`config.mk`:
```
export PLATFORM = sky130hd
export DESIGN_NAME = stack_with_insertion_sort_flat
export DESIGN_NICKNAME = d
export VERILOG_FILES = /design/src/hdl/swis_pkg.sv /design/src/hdl/swis_req_if.sv /design/src/hdl/swis_rsp_if.sv /design/src/hdl/swis_ram.sv /design/src/hdl/swis_datapath.sv /design/src/hdl/swis_ctrl.sv /design/src/hdl/stack_with_insertion_sort.sv /design/src/flat_wrapper.sv
export SDC_FILE = /design/constraint.sdc
export NUM_CORES = 1
export LEC_CHECK = 0
export BUFFER_PORTS_ARGS = -buffer_cell sky130_fd_sc_hd__buf_2
export CELL_PAD_IN_SITES_DETAIL_PLACEMENT = 1
export CELL_PAD_IN_SITES_GLOBAL_PLACEMENT = 2
export CORE_MARGIN = 2
export CORE_UTILIZATION = 41
export DETAILED_ROUTE_END_ITERATION = 6
export GPL_TIMING_DRIVEN = 0
export MAX_ROUTING_LAYER = met4
export PLACE_DENSITY = 0.73
export SYNTH_ARGS = -nofsm -noshare
export SYNTH_HDL_FRONTEND = slang
export SYNTH_SLANG_ARGS = --single-unit
```
`constraint.sdc`:
```
create_clock -name clock -period 3.7 [get_ports clock]
set_input_delay 0.555 -clock clock [delete_from_list [all_inputs] [get_ports clock]]
set_output_delay 0.555 -clock clock [all_outputs]
set_load 0.01 [all_outputs]
```
`src/hdl/swis_pkg.sv`:
```
// ----------------------------------------------------------------------------
// swis_pkg
// Shared types and constants for the stack with in-place insertion sort.
// ----------------------------------------------------------------------------
package swis_pkg;

   localparam int DATA_W   = 32;
   localparam int KIND_W   = 2;
   localparam int STATUS_W = 2;
   localparam int COUNT_W  = 5;

   typedef enum logic [KIND_W-1:0] {
      REQ_PUSH = 2'd0,
      REQ_POP  = 2'd1,
      REQ_SORT = 2'd2
   } req_kind_type;

   typedef enum logic [STATUS_W-1:0] {
      ST_DONE  = 2'd0,
      ST_EMPTY = 2'd1,
      ST_FULL  = 2'd2
   } status_type;

   // commands from the controller to the datapath
   typedef struct packed {
      logic       push;        // write request word at top, count up
      logic       pop;         // read top entry, count down
      logic       sort_start;  // outer index to one, read entry one
      logic       key_load;    // capture key, inner index from outer, read below it
      logic       shift;       // move compared entry up one, inner index down
      logic       place;       // drop key at inner index, advance outer index
      logic       rsp_load;    // fill the response register
      logic       rsp_pop;     // response word from read data, else zero
      status_type rsp_status;
   } cmd_type;

   // status from the datapath to the controller
   typedef struct packed {
      logic empty;     // no entries held
      logic full;      // all entries held
      logic few;       // fewer than two entries, nothing to sort
      logic key_less;  // key below the entry just read
      logic k_one;     // inner index at one, next slot is the bottom
      logic i_last;    // current outer index is the last held entry
      logic rsp_free;  // response register can take a new transaction
   } stat_type;

endpackage

```
`src/hdl/swis_req_if.sv`:
```
// ----------------------------------------------------------------------------
// swis_req_if
// Request channel: valid/ready handshake with request kind and push word.
// ----------------------------------------------------------------------------
interface swis_req_if;

   logic                                valid;
   logic                                ready;
   logic [swis_pkg::KIND_W-1:0]         req_type;
   logic signed [swis_pkg::DATA_W-1:0]  push_value;

   modport source (output valid, output req_type, output push_value, input ready);
   modport sink   (input valid, input req_type, input push_value, output ready);

endinterface

```
`src/hdl/swis_rsp_if.sv`:
```
// ----------------------------------------------------------------------------
// swis_rsp_if
// Response channel: valid/ready handshake with popped word, status and count.
// ----------------------------------------------------------------------------
interface swis_rsp_if;

   logic                                valid;
   logic                                ready;
   logic signed [swis_pkg::DATA_W-1:0]  pop_value;
   logic [swis_pkg::STATUS_W-1:0]       status;
   logic [swis_pkg::COUNT_W-1:0]        count;

   modport source (output valid, output pop_value, output status, output count,
                   input ready);
   modport sink   (input valid, input pop_value, input status, input count,
                   output ready);

endinterface

```
`src/hdl/swis_ram.sv`:
```
// ----------------------------------------------------------------------------
// swis_ram
// Generic simple dual-port RAM: one write port, one read port, registered read.
// ----------------------------------------------------------------------------
module swis_ram #(
   parameter int WIDTH = 32,
   parameter int DEPTH = 16
) (
   input  logic                     clock,
   input  logic                     wr_en,
   input  logic [$clog2(DEPTH)-1:0] wr_addr,
   input  logic [WIDTH-1:0]         wr_data,
   input  logic                     rd_en,
   input  logic [$clog2(DEPTH)-1:0] rd_addr,
   output logic [WIDTH-1:0]         rd_data
);

   logic [WIDTH-1:0] mem_ff [DEPTH];
   logic [WIDTH-1:0] rd_data_ff;

   always_ff @(posedge clock) begin
      if (wr_en) begin
         mem_ff[wr_addr] <= wr_data;
      end
      if (rd_en) begin
         rd_data_ff <= mem_ff[rd_addr];
      end
   end

   assign rd_data = rd_data_ff;

endmodule

```
`src/hdl/swis_datapath.sv`:
```
// ----------------------------------------------------------------------------
// swis_datapath
// Entry store, entry count, sort indexes and key, and the response register.
// ----------------------------------------------------------------------------
module swis_datapath #(
   parameter int DEPTH = 16
) (
   input  logic                                clock,
   input  logic                                reset,
   input  swis_pkg::cmd_type                   cmd,
   output swis_pkg::stat_type                  stat,
   input  logic signed [swis_pkg::DATA_W-1:0]  push_value,
   output logic                                rsp_valid,
   input  logic                                rsp_ready,
   output logic signed [swis_pkg::DATA_W-1:0]  rsp_pop_value,
   output logic [swis_pkg::STATUS_W-1:0]       rsp_status,
   output logic [swis_pkg::COUNT_W-1:0]        rsp_count
);

   localparam int AW = $clog2(DEPTH);
   localparam int CW = $clog2(DEPTH + 1);
   localparam int DW = swis_pkg::DATA_W;

   logic [CW-1:0]          count_ff, count_in;
   logic [AW-1:0]          i_ff, i_in;
   logic [AW-1:0]          k_ff, k_in;
   logic signed [DW-1:0]   key_ff, key_in;

   logic                   rsp_valid_ff, rsp_valid_in;
   logic signed [DW-1:0]   rsp_pop_value_ff, rsp_pop_value_in;
   logic [swis_pkg::STATUS_W-1:0] rsp_status_ff, rsp_status_in;
   logic [swis_pkg::COUNT_W-1:0]  rsp_count_ff, rsp_count_in;

   logic                   wr_en, rd_en;
   logic [AW-1:0]          wr_addr, rd_addr;
   logic [DW-1:0]          wr_data, rd_data;
   logic [CW-1:0]          count_dec, i_next_cnt;

   assign count_dec  = count_ff - CW'(1);
   assign i_next_cnt = CW'(i_ff) + CW'(1);

   always_comb begin
      stat.empty    = (count_ff == '0);
      stat.full     = (count_ff >= CW'(DEPTH));
      stat.few      = (count_ff < CW'(2));
      stat.key_less = (key_ff < $signed(rd_data));
      stat.k_one    = (k_ff == AW'(1));
      stat.i_last   = (i_next_cnt == count_ff);
      stat.rsp_free = !rsp_valid_ff || rsp_ready;
   end

   // store port selection
   always_comb begin
      wr_en   = cmd.push | cmd.shift | cmd.place;
      wr_addr = cmd.push ? count_ff[AW-1:0] : k_ff;
      wr_data = cmd.push ? push_value : (cmd.shift ? rd_data : key_ff);

      rd_en   = cmd.pop | cmd.sort_start | cmd.key_load
              | (cmd.shift & !stat.k_one) | (cmd.place & !stat.i_last);
      if (cmd.pop) begin
         rd_addr = count_dec[AW-1:0];
      end else if (cmd.sort_start) begin
         rd_addr = AW'(1);
      end else if (cmd.key_load) begin
         rd_addr = i_ff - AW'(1);
      end else if (cmd.shift) begin
         rd_addr = k_ff - AW'(2);
      end else begin
         rd_addr = i_ff + AW'(1);
      end
   end

   always_comb begin
      count_in = count_ff;
      i_in     = i_ff;
      k_in     = k_ff;
      key_in   = key_ff;
      if (cmd.push) begin
         count_in = count_ff + CW'(1);
      end else if (cmd.pop) begin
         count_in = count_dec;
      end
      if (cmd.sort_start) begin
         i_in = AW'(1);
      end else if (cmd.place) begin
         i_in = i_ff + AW'(1);
      end
      if (cmd.key_load) begin
         key_in = $signed(rd_data);
         k_in   = i_ff;
      end else if (cmd.shift) begin
         k_in = k_ff - AW'(1);
      end
   end

   always_comb begin
      rsp_valid_in     = rsp_valid_ff && !rsp_ready;
      rsp_pop_value_in = rsp_pop_value_ff;
      rsp_status_in    = rsp_status_ff;
      rsp_count_in     = rsp_count_ff;
      if (cmd.rsp_load) begin
         rsp_valid_in     = 1'b1;
         rsp_pop_value_in = cmd.rsp_pop ? $signed(rd_data) : '0;
         rsp_status_in    = cmd.rsp_status;
         rsp_count_in     = swis_pkg::COUNT_W'(count_in);
      end
   end

   always_ff @(posedge clock) begin
      if (reset) begin
         count_ff     <= '0;
         rsp_valid_ff <= 1'b0;
      end else begin
         count_ff     <= count_in;
         rsp_valid_ff <= rsp_valid_in;
      end
      i_ff             <= i_in;
      k_ff             <= k_in;
      key_ff           <= key_in;
      rsp_pop_value_ff <= rsp_pop_value_in;
      rsp_status_ff    <= rsp_status_in;
      rsp_count_ff     <= rsp_count_in;
   end

   swis_ram #(
      .WIDTH (DW),
      .DEPTH (DEPTH)
   ) u_store (
      .clock   (clock),
      .wr_en   (wr_en),
      .wr_addr (wr_addr),
      .wr_data (wr_data),
      .rd_en   (rd_en),
      .rd_addr (rd_addr),
      .rd_data (rd_data)
   );

   assign rsp_valid     = rsp_valid_ff;
   assign rsp_pop_value = rsp_pop_value_ff;
   assign rsp_status    = rsp_status_ff;
   assign rsp_count     = rsp_count_ff;

endmodule

```
`src/hdl/swis_ctrl.sv`:
```
// ----------------------------------------------------------------------------
// swis_ctrl
// Request sequencer: decodes requests and steps the insertion sort.
// ----------------------------------------------------------------------------
module swis_ctrl (
   input  logic                          clock,
   input  logic                          reset,
   input  logic                          req_valid,
   input  logic [swis_pkg::KIND_W-1:0]   req_type,
   output logic                          req_ready,
   input  swis_pkg::stat_type            stat,
   output swis_pkg::cmd_type             cmd
);

   typedef enum logic [4:0] {
      S_IDLE  = 5'b00001,
      S_POP   = 5'b00010,
      S_KEY   = 5'b00100,
      S_CMP   = 5'b01000,
      S_PLACE = 5'b10000
   } state_type;

   state_type state_ff, state_in;

   assign req_ready = (state_ff == S_IDLE) && stat.rsp_free;

   always_comb begin
      state_in       = state_ff;
      cmd            = '0;
      cmd.rsp_status = swis_pkg::ST_DONE;
      case (state_ff)
         S_IDLE: begin
            if (req_valid && req_ready) begin
               case (req_type)
                  swis_pkg::REQ_PUSH: begin
                     cmd.rsp_load = 1'b1;
                     if (stat.full) begin
                        cmd.rsp_status = swis_pkg::ST_FULL;
                     end else begin
                        cmd.push = 1'b1;
                     end
                  end
                  swis_pkg::REQ_POP: begin
                     if (stat.empty) begin
                        cmd.rsp_load   = 1'b1;
                        cmd.rsp_status = swis_pkg::ST_EMPTY;
                     end else begin
                        cmd.pop  = 1'b1;
                        state_in = S_POP;
                     end
                  end
                  swis_pkg::REQ_SORT: begin
                     if (stat.few) begin
                        cmd.rsp_load = 1'b1;
                     end else begin
                        cmd.sort_start = 1'b1;
                        state_in       = S_KEY;
                     end
                  end
                  default: begin
                     cmd.rsp_load = 1'b1;
                  end
               endcase
            end
         end
         S_POP: begin
            cmd.rsp_load = 1'b1;
            cmd.rsp_pop  = 1'b1;
            state_in     = S_IDLE;
         end
         S_KEY: begin
            cmd.key_load = 1'b1;
            state_in     = S_CMP;
         end
         S_CMP: begin
            if (stat.key_less) begin
               cmd.shift = 1'b1;
               // bottom reached: the key goes into slot zero next cycle
               state_in  = stat.k_one ? S_PLACE : S_CMP;
            end else begin
               cmd.place    = 1'b1;
               cmd.rsp_load = stat.i_last;
               state_in     = stat.i_last ? S_IDLE : S_KEY;
            end
         end
         S_PLACE: begin
            cmd.place    = 1'b1;
            cmd.rsp_load = stat.i_last;
            state_in     = stat.i_last ? S_IDLE : S_KEY;
         end
         default: begin
            state_in = S_IDLE;
         end
      endcase
   end

   always_ff @(posedge clock) begin
      if (reset) begin
         state_ff <= S_IDLE;
      end else begin
         state_ff <= state_in;
      end
   end

endmodule

```
`src/hdl/stack_with_insertion_sort.sv`:
```
// ----------------------------------------------------------------------------
// stack_with_insertion_sort
// LIFO stack of signed words with an in-place ascending insertion sort.
// ----------------------------------------------------------------------------
// Requests come in on req_chan (push, pop or sort), one response per request
// goes out on rsp_chan with the popped word, a status and the entry count.
// Entries live in a RAM with one write and one registered read port.
// Push, failed pop, sort of fewer than two entries and an unused kind are
// answered straight from the idle state; a pop of a held entry first reads
// the RAM. A sort takes each entry from slot one upward: it loads the key,
// shifts the larger entries below it up one slot each, then places the key,
// whether or not it lands in slot zero.
// The sort walks the store through the single RAM read port, one compare
// per cycle. A new request is taken only after the previous one finishes.
// The response register holds its transaction while rsp_chan.ready is low;
// req_chan.ready stays low until it can be replaced, so nothing is lost.
// Synchronous reset empties the stack and drops any pending response; the
// stored words are not cleared and are never read before being pushed.
// ----------------------------------------------------------------------------
module stack_with_insertion_sort #(
   parameter int DEPTH = 16
) (
   input  logic              clock,
   input  logic              reset,
   swis_req_if.sink          req_chan,
   swis_rsp_if.source        rsp_chan
);

   swis_pkg::cmd_type  cmd;
   swis_pkg::stat_type stat;

   swis_ctrl u_ctrl (
      .clock     (clock),
      .reset     (reset),
      .req_valid (req_chan.valid),
      .req_type  (req_chan.req_type),
      .req_ready (req_chan.ready),
      .stat      (stat),
      .cmd       (cmd)
   );

   swis_datapath #(
      .DEPTH (DEPTH)
   ) u_datapath (
      .clock         (clock),
      .reset         (reset),
      .cmd           (cmd),
      .stat          (stat),
      .push_value    (req_chan.push_value),
      .rsp_valid     (rsp_chan.valid),
      .rsp_ready     (rsp_chan.ready),
      .rsp_pop_value (rsp_chan.pop_value),
      .rsp_status    (rsp_chan.status),
      .rsp_count     (rsp_chan.count)
   );

endmodule

```
`src/flat_wrapper.sv`:
```
// flat-port wrapper written by rule: the top's interface ports become plain ports
module stack_with_insertion_sort_flat 
#(
   parameter int DEPTH = 16
)
  (clock, reset, req_chan_valid, req_chan_req_type, req_chan_push_value, req_chan_ready, rsp_chan_valid, rsp_chan_pop_value, rsp_chan_status, rsp_chan_count, rsp_chan_ready);
  swis_req_if req_chan_i ();
  swis_rsp_if rsp_chan_i ();
  input  logic clock;
  input  logic reset;
  input wire logic [$bits(req_chan_i.valid)-1:0] req_chan_valid;
  input wire logic [$bits(req_chan_i.req_type)-1:0] req_chan_req_type;
  input wire logic [$bits(req_chan_i.push_value)-1:0] req_chan_push_value;
  output wire logic [$bits(req_chan_i.ready)-1:0] req_chan_ready;
  output wire logic [$bits(rsp_chan_i.valid)-1:0] rsp_chan_valid;
  output wire logic [$bits(rsp_chan_i.pop_value)-1:0] rsp_chan_pop_value;
  output wire logic [$bits(rsp_chan_i.status)-1:0] rsp_chan_status;
  output wire logic [$bits(rsp_chan_i.count)-1:0] rsp_chan_count;
  input wire logic [$bits(rsp_chan_i.ready)-1:0] rsp_chan_ready;
  assign req_chan_i.valid = req_chan_valid;
  assign req_chan_i.req_type = req_chan_req_type;
  assign req_chan_i.push_value = req_chan_push_value;
  assign req_chan_ready = req_chan_i.ready;
  assign rsp_chan_valid = rsp_chan_i.valid;
  assign rsp_chan_pop_value = rsp_chan_i.pop_value;
  assign rsp_chan_status = rsp_chan_i.status;
  assign rsp_chan_count = rsp_chan_i.count;
  assign rsp_chan_i.ready = rsp_chan_ready;
  stack_with_insertion_sort #(.DEPTH(DEPTH)) u_core (.clock(clock), .reset(reset), .req_chan(req_chan_i), .rsp_chan(rsp_chan_i));
endmodule
```
# Word-level counts from Yosys, hierarchy flattened
# Memories as Yosys holds them, arrays and structs flattened. A register that Yosys moved wholly into a read port is not among the register bits.
# Index checks and enable logic that the tools add are counted.
# totals
register_bits	90
mem_bits_rw	512
in_bits	38
output_inout_bits	41
word_cells	98
n_memories	1
# classes
n_addsub	7
magnitude_cmp	3
n_eq_ne	13
n_mux	44
bitwise_logic	8
reduce_logical	13
# mem_list
name	depth	width	read_ports	rd_ports_with_merged_regs	write_ports	line	source
u_core.u_datapath.u_store.mem_ff	16	32	1	1	1	swis_ram.sv:18	logic [WIDTH-1:0] mem_ff [DEPTH];
# ops
operator	n
$mux 32	2
$mux 5	7
$lt 32x32->1	1
$mux 4	7
$pmux 5 s4	1
$mux 1	17
$pmux 5 s2	1
$mux 3	3
$sub 4x1->4 const B	2
$ne 3x3->1 const B	2
$or 1x1->1	6
$add 4x1->5 const B	1
$add 5x1->5 const B	1
$eq 5x1->1 const B	1
$eq 5x2->1 const B	1
$eq 5x3->1 const B	1
$eq 5x4->1 const B	1
$eq 5x5->1	1
$eq 5x5->1 const B	1
$ge 5x5->1 const B	1
$logic_not 5->1	1
$lt 5x2->1 const B	1
$sub 5x1->5 const B	1
$add 4x1->4 const B	1
18 further kinds	26

# Longest topological paths before layout
# Gate-level depths: netlist (run 1).
# depth
word_depth	10
depth_mapped	15
mapped_depth_nobuf	13

# Cells and area by module
# From an unflattened synthesis (run 1), not the netlist that was laid out.
# hier_totals
cells_unflattened	1356
area_unflattened_um2	25577.0
# by_module_without_submodules
module	n_inst	cells_each	area_per_inst_um2	seq_area_each_um2
swis_ram	1	838	20155.6	16335.7
swis_datapath	1	466	4968.5	2452.4
swis_ctrl	1	52	452.9	100.1

# Worst setup path after synthesis (run 1)
# OpenSTA, ideal clock, no wires.
# synth_timing
path_kind	input to register
startpoint	in rsp_chan_ready
endpoint	mem u_core.u_datapath.u_store.mem_ff[13][0], enable pin
setup_ns	0.421
arrival_ns	3.225
t_required_ns	3.279
path_slack_ns	0.054
cell_stages	9
path_buffers	3
cell_sequence	nand2b_1 -> and3_1 -> buf_6 -> nand2_1 -> or2_2 -> clkbuf_1 -> clkbuf_1 -> a31oi_1 -> nor2_1
# synth_via
elab_chain_len	9
elab_cells_between_ends	10
cone_classes	5 x mux; 2 x bitwise; 3 x reduce/logical
# synth_rtl
element	line	source
start: declaration	flat_wrapper.sv:19	input wire logic [$bits(rsp_chan_i.ready)-1:0] rsp_chan_ready;
$logic_or 1x1->1 *	swis_datapath.sv:49	stat.rsp_free = !rsp_valid_ff || rsp_ready;
$logic_and 1x1->1 *	swis_ctrl.sv:25	assign req_ready = (state_ff == S_IDLE) && stat.rsp_free;
$logic_and 1x1->1 *	swis_ctrl.sv:33	if (req_valid && req_ready) begin
$mux 3 *	swis_ctrl.sv:33	
$mux 3 *	swis_ctrl.sv:31	case (state_ff)
$or 1x1->1 (2 in series)	swis_datapath.sv:54	wr_en = cmd.push | cmd.shift | cmd.place;
$mux 1	swis_ram.sv:22	if (wr_en) begin
$mux 1 (not written as such)	swis_ram.sv:23	mem_ff[wr_addr] <= wr_data;
end: declaration	swis_ram.sv:18	
# Mark *: on every way between the ends. The rest lies on a longest branch, timed or not.

# Worst setup path in the final report (run 1)
# layout_timing
startpoint	reg u_core.u_datapath.u_store.rd_data_ff[23] (netlist: u_core.u_datapath.u_store.rd_data[23]) (read register of u_core.u_datapath.u_store.mem_ff)
endpoint	reg u_core.u_datapath.u_store.rd_data_ff[29] (netlist: u_core.u_datapath.u_store.rd_data[29]) (read register of u_core.u_datapath.u_store.mem_ff), data pin
# layout_via
elab_chain_len	7
elab_cells_between_ends	13
cone_classes	1 x order compare; 8 x mux; 4 x bitwise
# layout_rtl
element	line	source
start: declaration	swis_ram.sv:19	logic [WIDTH-1:0] rd_data_ff;
$lt 32x32->1 *	swis_datapath.sv:46	stat.key_less = (key_ff < $signed(rd_data));
$mux 1	swis_ctrl.sv:76	if (stat.key_less) begin
$mux 1	swis_ctrl.sv:31	
$mux 4	swis_datapath.sv:66	end else if (cmd.shift) begin
$mux 4	swis_datapath.sv:64	end else if (cmd.key_load) begin
$mux 4	swis_datapath.sv:62	end else if (cmd.sort_start) begin
$mux 4	swis_datapath.sv:60	if (cmd.pop) begin
# Marks and branches as above.
# A chain may end at the register's enable or synchronous reset.

==> results of run 1 <==
## critical path: stages (launching register included)
cell and delay (ps):
edfxtp_1 450, inv_1 90, ha_1 240, nand4_1 220, o21bai_1 130, nor4_2 280
nor2_2 100, a211o_4 380, a211o_4 370, o311ai_4 120, nand2_4 170, buf_12 180
buf_16 150, buf_12 160, mux2i_2 220, a211oi_1 110, or4_1 540
## metal layers
layer | track usage | vias up
met5 | - | -
met4 | 0.0749 | 0
met3 | 0.0321 | 149
met2 | 0.425 | 679
met1 | 0.357 | 9481
li1 | - | 7911
## state kept, by name, summed over array words and instances, names as in the netlist
register and count:
u_core.u_datapath.u_store.mem_ff 512, u_core.u_datapath.key_ff 32, u_core.u_datapath.rsp_pop_value 32, u_core.u_datapath.u_store.rd_data 32
u_core.u_ctrl.state_ff 5, u_core.u_datapath.count_ff 5, u_core.u_datapath.rsp_count 5, u_core.u_datapath.i_ff 4
u_core.u_datapath.k_ff 4, u_core.u_datapath.rsp_status 2, u_core.u_datapath.rsp_valid 1
## how the worst max path moves through the flow
stage | cells after the start | end | from
finish | 16 | u_core.u_datapath.u_store.rd_data[29] | u_core.u_datapath.u_store.rd_data[23]
global route | 16 | u_core.u_datapath.u_store.rd_data[29] | u_core.u_datapath.u_store.rd_data[20]
CTS | 16 | u_core.u_datapath.u_store.rd_data[3] | u_core.u_datapath.key_ff[27]
detailed placement | 13 | u_core.u_datapath.u_store.rd_data[3] | u_core.u_datapath.key_ff[2]
global placement | 11 | u_core.u_datapath.u_store.rd_data[15] | u_core.u_datapath.u_store.rd_data[2]
floorplan | 9 | u_core.u_datapath.u_store.mem_ff[13][0] | rsp_chan_ready
## Yosys cell counts (5+ instances only)
cell,number,area share
edfxtp_1,619,0.69
nand2_1,187,0.026
a21oi_1,117,0.022
and3_1,104,0.024
nor2_1,104,0.014
mux2i_1,98,0.036
a211oi_1,78,0.022
clkbuf_1,73,0.010
a31oi_1,69,0.016
a221oi_1,64,0.021
buf_2,48,0.0089
inv_1,46,0.0064
ha_1,42,0.019
and2_1,37,0.0086
a311oi_1,32,0.010
or4_1,32,0.0089
a211oi_2,21,0.0097
dfxtp_1,15,0.011
nor3_1,15,0.0028
xnor2_1,12,0.0039
o21ai_0,11,0.0020
buf_6,9,0.0037
nor2b_1,8,0.0018
nand2b_1,7,0.0016
buf_4,6,0.0017
nand3_1,6,0.0011
xor2_1,5,0.0016
## area by class of cell
type                    count  area, µm²
multi-input cells        1104       8750
clock inverters            41        297
flip-flops and latches    634      18900
inverters                  46        175
diodes                      1       2.50
plain buffers             131       1200
well taps                 864       1080
repair buffers            166       1720
fillers                  6268      31600
clock buffers              77       1760
## timing repair
item	4_1_cts	5_1_grt
cloned	4	4
gates resized for setup	298	134
setup buffers	36	28
hold buffers	0	0
pin swaps	53	35
setup endpoints to repair	873	524
## cells in the final DEF, fill, tap and decap left out, drive strengths merged, types with 37 or more instances in the layout
master / netlist / final
mux2i: 98 / 98
a211oi: 100 / 100
and2: 37 / 37
a31oi: 70 / 70
and3: 105 / 105
a21oi: 120 / 121
nor2: 105 / 105
clkbuf: 73 / 141
inv: 46 / 48
a221oi: 64 / 64
ha: 42 / 42
edfxtp: 619 / 619
nand2: 188 / 189
buf: 63 / 233
## cells by family (layout without fill, tap and decap cells)
logic type,count (synthesis),count (layout),synth area share
xor+xnor,17,17,0.00550
other cells,0,1,0
mux,99,99,0.0368
buf+inv,182,461,0.0308
compound gates,425,426,0.114
flops,634,634,0.698
simple gates,519,520,0.0949
fa+ha+maj,42,42,0.0194
## where the power goes
group | switching [µW] | leakage (µW) | internal [µW]
Clock | 2840 | 0.00101 | 3680
Combinational | 3860 | 0.00518 | 2770
Sequential | 59.9 | 0.00572 | 8100
Total | 6750 | 0.0119 | 14500
## metrics by stage
step | instance area [µm²] | setup TNS (ps) | hold slack, ps
finish | 33900 | -13480 | 237
global route | 33900 | -17940 | 255
CTS | 32900 | -67720 | 228
global placement | 28500 | -1847310 | 477
detailed placement | 29100 | -942920 | 485
floorplan | 27100 | 0 | 456
==> impl_metrics.toml, run 1 <==
[grt]
antenna_found_initial = 0
grt_use_total = 0.265
grt_first_pass_wirelength_um = 127000
grt_pass1_vias = 18700
gr-total-overflow = 0
grt_max_degree = 42

[sta]
worstMarginPinSlew_ps = 1110
slew_violations = 0
hold_viol = 0
fmax_mhz = 237
setup_viol = 32
fin_ws_ps = -524
min_period_ps = 4220
rsz0062_at_grt = "yes"
fin_worst_skew_ps = 20.9
post-route-period-util = 1.14
slew-limit-headroom = 0.255

[detailed_routing]
met1_length_um = 38900
drc = 0
num_vias = 18200
met2_length_um = 43500
drtAntennaViolNets = 0
drtIter0Drc = 1938
wl_met3_um = 5190
routed_wl_um = 89700
highest_layer = "met4"
drt_pass1_iterations = 5
wl_per_cell_um = 29.3
avgViaCountPerCell = 5.95

[critical_path]
regToRegEndpoint = "u_core.u_datapath.u_store.rd_data[29]"
cp-end-kind = "flip-flop"
r2r_cells = 16
start_kind = "flip-flop"
ff2ff_setup_slack_ps = -520
worstPathArrival_ps = 4550
path_max_fanout = 10
cp.required_ps = 4030
path_class = "reg -> reg"
r2r-start = "u_core.u_datapath.u_store.rd_data[23]"

[floorplanning]
rows = 94
start_util = 0.413
die_h_um = 261
fp.dieArea_um2 = 68100
die_w_um = 261
pin_count = 79
core_area_um2 = 65500

[clocking]
cts_root_buf = "clkbuf_16"
cts_tree = "done"
cts_sinks = 634
htreeDepth = 3
insertion_delay_ps = 610
numCtsBuffers = 69
clk_pin_slew_ps = 60
clk_path_buf_depth = 3

[status]
violations = "setup timing"
status = "complete, but fails checks"

[power]
power_density_nw_per_um2 = 629
p_leak_uw = 0.0119
ir_drop_uv = 323
p_total_uw = 21300

[layout]
drive_above_1_share = 0.264
syn2layout_area_growth_pct = 25.2
final_core_util = 0.517
final_cell_count_no_fill = 3064
nNetsFinal = 2232

[min_path]
hp-class = "in -> reg"
hold_end = "u_core.u_datapath.count_ff[0]"
hp-start = "reset"
worstHoldPathCells = 2

[logic_synthesis]
ys_seq_area_frac = 0.698
synth_edf_count = 619
synth.avg_cell_area_um2 = 14.1
ys_ff_latch = 634
synth_top_flop_cell = "edfxtp_1"
synthesis.nets = 1998
ys_warn_count = 0
synth-async-reset-ratio = 0
syn-cell-area_um2 = 27100
netlist_instances = 1918
synth_cell_types = 62

[placement]
dp.cells = 2878
portBuffers = 78
preCtsSetupSlack_ps = -1920
hpwl_um = 58400
gp_congestion = 0.846

[job]
drv_cap = 0
Note: power is estimated with default switching activity, not from simulation.
==> run 2, diff against run 1 <==
--- a/config.mk
+++ b/config.mk
@@ -8,7 +8,6 @@
 export BUFFER_PORTS_ARGS = -buffer_cell sky130_fd_sc_hd__buf_2
 export CELL_PAD_IN_SITES_DETAIL_PLACEMENT = 1
 export CELL_PAD_IN_SITES_GLOBAL_PLACEMENT = 2
-export CORE_MARGIN = 2
 export CORE_UTILIZATION = 41
 export DETAILED_ROUTE_END_ITERATION = 6
 export GPL_TIMING_DRIVEN = 0
==> constraint.sdc (replaced) <==
create_clock -name clock -period 3.7 [get_ports clock]
set_input_delay 0.74 -clock clock [delete_from_list [all_inputs] [get_ports clock]]
set_output_delay 0.74 -clock clock [all_outputs]
set_load 0.01 [all_outputs]
==> run 2 against run 1 <==
- the run still ends with setup timing left
- clock power shrank 2%
- power grew 1.5%
- sequential cell count is the same
- combinational power grew 6.5%
- via count grew 0.12%
- global-route usage grew 0.26 points
==> impl_metrics.toml, run 2 (synthesized netlist as in run 1, its figures left out) <==
[status]
status = "complete, but fails checks"
violations = "setup timing"

[sta]
min_period_ps = 4170
fin_setup_tns_ps = -12640
fin_worst_skew_ps = 18.4
slew-limit-headroom = 0.213
post-route-period-util = 1.13
rsz0062_at_grt = "yes"
fin_ws_ps = -471
slew_violations = 0
worstMarginPinSlew_ps = 1180
hold_viol = 0
fmax_mhz = 240
setup_viol = 32

[layout]
syn2layout_area_growth_pct = 26.9
largest_reg_flops = 512
layout_commonest_cell = "edfxtp_1"
final_core_util = 0.530
max_flop_register = "u_core.u_datapath.u_store.mem_ff"
final_cell_mix = "edfxtp_1 (619), nand2_1 (185), and3_1 (102)"
nNetsFinal = 2249
fillers = 6176
multi_input_area_um2 = 9020
seqCellArea_um2 = 18900
final_cell_count_no_fill = 3069
drive_above_1_share = 0.286

[critical_path]
worstPathArrival_ps = 4650
cp-end-kind = "flip-flop"
cp_num_buf_inv = 4
cpLargestDelayFamily = "compound AO/OA/AOI/OAI gates"
cpPeakStageDelay_ps = 520
path_max_fanout = 10
path_class = "reg -> reg"
crit_chain = "inv_1 > ha_1 > a21oi_2 > o21bai_1 > nor4_2 > nor2_1 > a211o_4 > a211o_4 > and2_1 > buf_4 > a21oi_4 > buf_12 > clkbuf_4 > a21oi_1 > a221oi_1 > or4_1"
crit_top_cell = "a211o_4"
cp.required_ps = 4180
start_kind = "flip-flop"
critPathSlowestCell = "a221oi_1"

[power]
ir_drop_uv = 302
power_density_nw_per_um2 = 630
p_total_uw = 21600
p_leak_uw = 0.0120

[detailed_routing]
num_vias = 18200
drc = 0
drtAntennaViolNets = 0
routed_wl_um = 88800
avgViaCountPerCell = 5.94
drt_pass1_iterations = 7
drtIter0Drc = 1716
wl_per_cell_um = 28.9

[floorplanning]
fp.dieArea_um2 = 67000
core_area_um2 = 64800
die_w_um = 259
die_h_um = 259
pin_count = 79
start_util = 0.417
rows = 93

[grt]
antenna_found_initial = 3
gr-total-overflow = 0
grt_use_total = 0.268
grt_pass1_vias = 19100
grt_first_pass_wirelength_um = 127000
grt_max_degree = 42

[clocking]
cts_root_buf = "clkbuf_16"
cts_tree = "done"
numCtsBuffers = 68
insertion_delay_ps = 610
ctsHoldBuffers = 0
clk_pin_slew_ps = 70
cts_sinks = 634
clk_path_buf_depth = 3
htreeDepth = 3

[placement]
gp_congestion = 0.841
hpwl_um = 58500
portBuffers = 78
dp.cells = 2871

[job]
drv_cap = 0

[min_path]
hp-class = "in -> reg"
-- run 2: cell count changes in the layout (fill, tap and decap cells not counted), moves of 6 or more --
| cell | change |
|---|---|
| a31oi_1 | -10 |
| a221oi_2 | +7 |
| a211oi_4 | +7 |
| clkbuf_2 | -6 |
| buf_4 | +13 |
| clkbuf_1 | +8 |
| clkinv_2 | -8 |
| a211oi_1 | -7 |
| a221oi_1 | -7 |
| a21oi_1 | -7 |
| a21oi_2 | +6 |
| a31oi_4 | -7 |
| a31oi_2 | +17 |
-- run 2: per-stage QoR --
step	worst slack (ps)	hold slack (ps)	cell area, µm²
final	-471	450	34300
after floorplan	-131	456	27100
after CTS	-390	434	33000
after global placement	-2480	481	28500
after global routing	-531	464	34300
after detailed placement	-1630	486	29100
-- run 2: power breakdown --
group | switching [µW] | internal (µW)
Clock | 2790 | 3630
Sequential | 58.3 | 8100
Combinational | 3980 | 3060
-- run 2: worst paths after layout --
kind                                    startpoint                                    to  slack [ps]  cells past startpoint
max reg2reg  u_core.u_datapath.u_store.rd_data[18]  u_core.u_datapath.u_store.rd_data[0]        -470                     16
max          u_core.u_datapath.u_store.rd_data[18]  u_core.u_datapath.u_store.rd_data[0]        -470                     16
min                                          reset         u_core.u_datapath.count_ff[4]         450                      2
min reg2reg   u_core.u_datapath.u_store.rd_data[6]           u_core.u_datapath.key_ff[6]         490                      0
-- run 2: metal layers --
metal | share of wire | GRT usage | vias to the layer above
li1 | - | - | 7941
met1 | 0.42 | 0.350 | 9486
met2 | 0.49 | 0.439 | 669
met3 | 0.064 | 0.0356 | 145
met4 | 0.026 | 0.0722 | 0
met5 | 0 | - | -
-- run 2: area by class of cell --
class	count	area share
antenna	1	0.0000729
inverter	46	0.00503
sequential	634	0.550
clock buffer	84	0.0522
buffer	133	0.0351
timing repair buffer	183	0.0572
multi-input combinational	1103	0.263
clock inverter	30	0.00649
tap	855	0.0312
-- run 2: what timing repair did --
item,in CTS,in global routing
pin swaps,47,61
buffers inserted,46,31
gates cloned,6,4
setup endpoints to repair,861,693
resized for setup,308,157
